**config.mk**
```make
export PLATFORM = sky130hd
export DESIGN_NAME = pswd_ctrl
export DESIGN_NICKNAME = d
export VERILOG_FILES = /design/src/rtl/pswd_pkg.sv /design/src/rtl/pswd_ctrl.sv
export SDC_FILE = /design/constraint.sdc
export NUM_CORES = 1
export LEC_CHECK = 0
export BUFFER_PORTS_ARGS = -buffer_cell sky130_fd_sc_hd__buf_2
export CORE_AREA = 5 5 42 44
export DETAILED_ROUTE_END_ITERATION = 8
export DIE_AREA = 0 0 47 49
export GPL_ROUTABILITY_DRIVEN = 0
export GPL_TIMING_DRIVEN = 0
export HOLD_SLACK_MARGIN = 0.05
export PLACE_DENSITY_LB_ADDON = 0.1
export SLEW_MARGIN = 5
export SYNTH_ARGS = -nofsm -noshare
export SYNTH_HDL_FRONTEND = slang
export SYNTH_SLANG_ARGS = --single-unit
```
**constraint.sdc**
```tcl
create_clock -name clk -period 1.65 [get_ports clk]
set_clock_uncertainty 0.2 [all_clocks]
set_input_delay 0.33 -clock clk [delete_from_list [all_inputs] [get_ports clk]]
set_output_delay 0.33 -clock clk [all_outputs]
set_load 0.01 [all_outputs]
```
**src/rtl/pswd_pkg.sv**
```systemverilog
package pswd_pkg;

	localparam int TableDepth = 1024;
	localparam int PortsPerSource = 64;
	localparam int SlotW = $clog2(TableDepth);
	localparam int PortIdxW = $clog2(PortsPerSource);
	localparam int UsedW = SlotW + 1;
	localparam int CountW = 7;

	localparam logic [15:0] WindowReset = 16'd30;
	localparam logic [6:0] ThresholdReset = 7'd10;

	localparam logic [0:0] RegWindow = 1'd0;
	localparam logic [0:0] RegThreshold = 1'd1;

	typedef struct packed {
		logic start;
		logic addr_clr;
		logic addr_inc;
		logic port_clr;
		logic port_inc;
		logic latch_entry;
		logic wr_new;
		logic wr_restart;
		logic wr_port;
		logic finish;
	} cmd_t;

	typedef struct packed {
		logic addr_done;
		logic addr_hit;
		logic port_done;
		logic port_hit;
		logic table_full;
		logic in_window;
		logic can_add;
	} status_t;

endpackage

```
**src/rtl/pswd_ctrl.sv**
```systemverilog
module pswd_ctrl (
	input  logic              clk,
	input  logic              arst_n,
	input  logic              in_valid,
	output logic              in_ready,
	output logic              out_valid,
	input  logic              out_ready,
	input  pswd_pkg::status_t status,
	output pswd_pkg::cmd_t    cmd
);
	typedef enum logic [2:0] {
		S_IDLE, S_ASRCH, S_LATCH, S_PSRCH, S_DECIDE
	} state_t;

	state_t state_q;
	logic out_valid_q;

	assign in_ready = (state_q == S_IDLE);
	assign out_valid = out_valid_q;

	always_comb begin
		cmd = '0;
		case (state_q)
			S_IDLE: begin
				cmd.start = in_valid;
				cmd.addr_clr = 1'b1;
			end
			S_ASRCH: begin
				cmd.addr_inc = !status.addr_done && !status.addr_hit;
				if (!status.addr_hit && status.addr_done && !cmd.addr_inc) begin
					cmd.finish = !out_valid_q || out_ready;
					cmd.port_clr = 1'b1;
					cmd.wr_new = cmd.finish && !status.table_full;
				end
			end
			S_LATCH: begin
				cmd.latch_entry = 1'b1;
				cmd.port_clr = 1'b1;
			end
			S_PSRCH: begin
				cmd.port_inc = !status.port_done && !status.port_hit;
			end
			S_DECIDE: begin
				cmd.finish = !out_valid_q || out_ready;
				cmd.wr_restart = cmd.finish && !status.in_window;
				cmd.wr_port = cmd.finish && status.in_window && !status.port_hit
					&& status.can_add;
			end
			default: cmd = '0;
		endcase
	end

	logic pend_q;
	always_ff @(posedge clk or negedge arst_n) begin
		if (!arst_n) begin
			state_q <= S_IDLE;
			out_valid_q <= 1'b0;
			pend_q <= 1'b0;
		end else begin
			if (cmd.finish) out_valid_q <= 1'b1;
			else if (out_ready) out_valid_q <= 1'b0;
			case (state_q)
				S_IDLE: if (in_valid) state_q <= S_ASRCH;
				S_ASRCH: begin
					if (status.addr_hit) state_q <= S_LATCH;
					else if (cmd.finish) state_q <= S_IDLE;
				end
				S_LATCH: state_q <= S_PSRCH;
				S_PSRCH: begin
					pend_q <= cmd.port_inc;
					if (!cmd.port_inc && !pend_q) state_q <= S_DECIDE;
				end
				S_DECIDE: begin
					if (cmd.finish) state_q <= S_IDLE;
				end
				default: state_q <= S_IDLE;
			endcase
		end
	end
endmodule

```
* Word-level counts from Yosys, hierarchy flattened *
Index checks and enable logic that the tools add are counted.

word-level totals
  bits in read-only memories = 0
  memories = 0
  flip-flop bits (word level) = 5
  logic and storage cells = 51
  output and inout port bits = 12
  bits of input ports = 11
  bits in writable memories = 0
  latch bits = 0

cells by class
  multiply operators = 0
  $lt $le $gt $ge = 0
  reduce and logical (&&, ||, !) cells = 24
  add/sub/neg operators = 0
  muxes and demuxes = 18
  equality and inequality tests = 6
  bitwise logic cells = 0
  div/mod/pow operators = 0
  shift-type cells = 0

operators by type and width
  cell                  number
  $pmux W3 S5           1
  $mux W3               4
  $logic_and A1 B1 Y1   10
  $logic_not A1 Y1      10
  $mux W1               9
  $eq A3 B2 Y1 const B  2
  $mux W2               2
  $ne A2 B2 Y1 const B  2
  $pmux W1 S2           2
  $eq A3 B1 Y1 const B  1
  $eq A3 B3 Y1 const B  1
  $logic_not A3 Y1      1
  $reduce_and A2 Y1     1
  $reduce_bool A2 Y1    1
  $logic_or A1 B1 Y1    1

* Depth between registers and ports, before layout *
  depth in word-level cells = 9
  gate-level depth with buffers = 4
  gate-level depth less buffers = 3

* Worst setup path after synthesis *
OpenSTA, ideal clock, no wires.

  path type = reg-to-output
  from = reg state_q[1]
  to = out cmd[9] (netlist bit)
  path buffers = 1
  data required time = 1120 ps
  cell stages (with the launch flop) = 4
  arrival time = 1154 ps
  path slack = -34 ps
  cell sequence = dfrtp_1 > clkbuf_2 > nor3_1 > and2_1

RTL lines
  element                 line             source
  start, declared         pswd_ctrl.sv:15  state_t state_q;
  start signal, assigned  pswd_ctrl.sv:56  state_q <= S_IDLE;
  start signal, assigned  pswd_ctrl.sv:63  S_IDLE: if (in_valid) state_q <= S_ASRCH;
  start signal, assigned  pswd_ctrl.sv:65  if (status.addr_hit) state_q <= S_LATCH;
  end, declared           pswd_ctrl.sv:9   output pswd_pkg::cmd_t cmd

==> qor.txt <==
DIE AREA: 0.00230 mm²
clock root cell: clkbuf_4
path depth of the worst reg2reg path: 7
actual slew at the worst max-slew pin: 0.309 ns
Filler Cell Count: 141
EDFF count, synth: 0
Final Net Count: 97
failing checks: negative setup slack
Register Area: 128 µm²
initial core utilization: 27.3%
data arrival time of the critical path: 1.37 ns
Ys Warns: 0
Final WS setup: -0.252 ns
Worst Path Max Fanout: 8
ratio of cells with drive above 1 in the final layout: 65.9%
async set or reset register ratio after synthesis: 100%
final WL: 1220 µm
Worst Hold Launch: in_valid
synthesized area per cell: 8.70 µm²
Die Y: 49 µm
final antenna-violating net count: 0
wire per inst: 12.1 µm
setup_tns: -1.83 ns
Total GRT Usage: 12.4%
Tcrit/Tclk final: 115%
crit path launch type: register
Port Buf Inserts: 22
Boundary Pins: 23
top_reg_cell synth: dfrtp_1
Worst Setup End Kind: primary output
max-slew violation count: 0
Final Cell Area: 757 µm²
Area Growth Syn to Fin: 97.7%
WHS: 0.145 ns
Finished Layout Cells: 101
largest net degree at the start of global routing: 9
drt drc: 0
H-tree levels: 1
clock tree buffer depth: 2
vias in the first global route: 498
#FFs+latches synth: 5
worst min path class: in -> reg
WP data required: 1.12 ns
sequential fraction of the synthesis area: 32.7%
placed cell area: 518 µm²
clock buffer count from CTS: 3
initial antenna violation count: 0
status: finished with violations
worst setup path class: reg -> out
Final Hold Violating Endpoints: 0
reg-to-reg slack, setup: 0.09 ns
number of core rows: 14
DR vias/cell: 4.55
n_diodes: 0
DR iter-0 viols: 3
worst-skew pair later-pin latency: 0.25 ns
relative slew slack: 79.4%
Mapped Cells: 44
hpwl dp: 726 µm
reg-to-reg endpoint: out_valid$_DFFE_PN0P_
area of the multi-input gates: 293 µm²
CORE AREA: 0.00140 mm²
routed vias: 460
CTS sink cnt: 5
CP endpoint: cmd[0]
Die X: 47 µm
post-place setup slack: -0.107 ns
CTS tree: built
post-synth cell types: 22
static leakage: 0.416 nW
r2r startpoint: state_q[2]$_DFFE_PN0P_
global-route wire length before repair: 2080 µm
Synth Net Count: 55
Worst-path clk slew: 0.05 ns
MaxCap Viol Count: 0
mapped cell area: 383 µm²
Final min period: 1.90 ns
Placed Cells: 82
Power Density: 1710 mW/mm²
Fmax achieved: 526 MHz
unrepaired setup endpoints after global routing: yes
TritonRoute pass-1 iters: 2
Setup crit start: state_q[2]$_DFFE_PN0P_
peak supply drop: 797 µV
grt ovf: 0
Finish-stage setup viols: 11
[cell families (layout without fill, tap and decap cells)]
group                  after synthesis  count (layout)  synth area share [%]
AND/OR/NAND/NOR                     27              27                  48.0
AO/OA/AOI/OAI                        8               8                  13.1
flip-flops                           5               5                  32.7
buffers and inverters                4              45                  6.21
[placed cells by master, fill, tap and decap left out, drive strengths merged, types with 2 or more instances in the layout]
master / Yosys / routed
and2: 2 / 2
o21bai: 2 / 2
o21ai: 3 / 3
nand3: 3 / 3
nor3: 4 / 4
nor2: 5 / 5
nor2b: 2 / 2
clkbuf: 1 / 4
dfrtp: 5 / 5
buf: 2 / 39
nand2b: 3 / 3
nand2: 3 / 3
[sequential cells by signal, summed over array words and instances, names as in the netlist]
signal / cells
state_q: 3
out_valid: 1
pend_q: 1
[final cells by class]
type | count | share of cell area, %
clock buffers | 4 | 3.47
repair buffers | 38 | 35.4
multi-input cells | 35 | 38.7
flip-flops and latches | 5 | 16.9
well taps | 16 | 2.64
inverters | 1 | 0.496
plain buffers | 2 | 2.48
[where the power goes]
part	leakage, nW	internal [W]	switching [W]	total (W)
combinational	0.339	0.000534	0.000369	0.000904
sequential	0.0622	0.000180	0.0000637	0.000243
clock	0.0150	0.0000916	0.0000530	0.000145
total	0.416	0.000806	0.000486	0.00129
[synthesized netlist by cell type (2+ instances only)]
cell / instances / area share [%]
o21bai_1: 2 / 3.9
nand2_1: 3 / 2.9
nor2b_1: 2 / 3.3
nand2b_1: 3 / 4.9
and2_1: 2 / 3.3
buf_4: 2 / 3.9
nor3_1: 3 / 3.9
nand3_1: 3 / 3.9
o21ai_0: 3 / 3.9
dfrtp_1: 5 / 33
nor2_1: 5 / 4.9
[layer usage]
| metal | global-route usage [%] | part of all wire, % | up-vias |
|---|---|---|---|
| met1 | 12.9 | 38 | 210 |
| met2 | 22.4 | 55 | 18 |
| met5 | 0 | 0 | - |
| li1 | - | - | 232 |
| met3 | 5.54 | 7.7 | 0 |
| met4 | 1.38 | 0 | 0 |
[metrics by stage]
stage                     util [%]  power [W]
after floorplan                  -   0.000573
after global placement        37.0   0.000728
after detailed placement      37.0   0.000727
after CTS                     51.2    0.00116
after global routing          54.0    0.00139
final                         54.0    0.00129
[worst max-delay path, stage by stage (launching register included)]
cell and delay, ns:
dfrtp_1 0.37, buf_6 0.14, nor4bb_2 0.27, o21bai_1 0.12
nor2_1 0.09, buf_2 0.13
[worst min-delay path by stage]
stage | endpoint | cells after the start
floorplan | out_valid$_DFFE_PN0P_ | 0
global placement | pend_q$_DFFE_PN0N_ | 1
detailed placement | pend_q$_DFFE_PN0N_ | 1
CTS | state_q[0]$_DFFE_PN0P_ | 3
global route | state_q[0]$_DFFE_PN0P_ | 3
finish | state_q[0]$_DFFE_PN0P_ | 3
[timing repair]
| item | in CTS | in global routing |
|---|---|---|
| setup buffers | 14 | 3 |
| endpoints found under the hold margin | 5 | 0 |
| pin swaps | 9 | 8 |
| endpoints found under the setup margin | 11 | 12 |
| gates resized for setup | 17 | 8 |
| hold buffers | 1 | 0 |
Note: power is estimated with default switching activity, not from simulation.
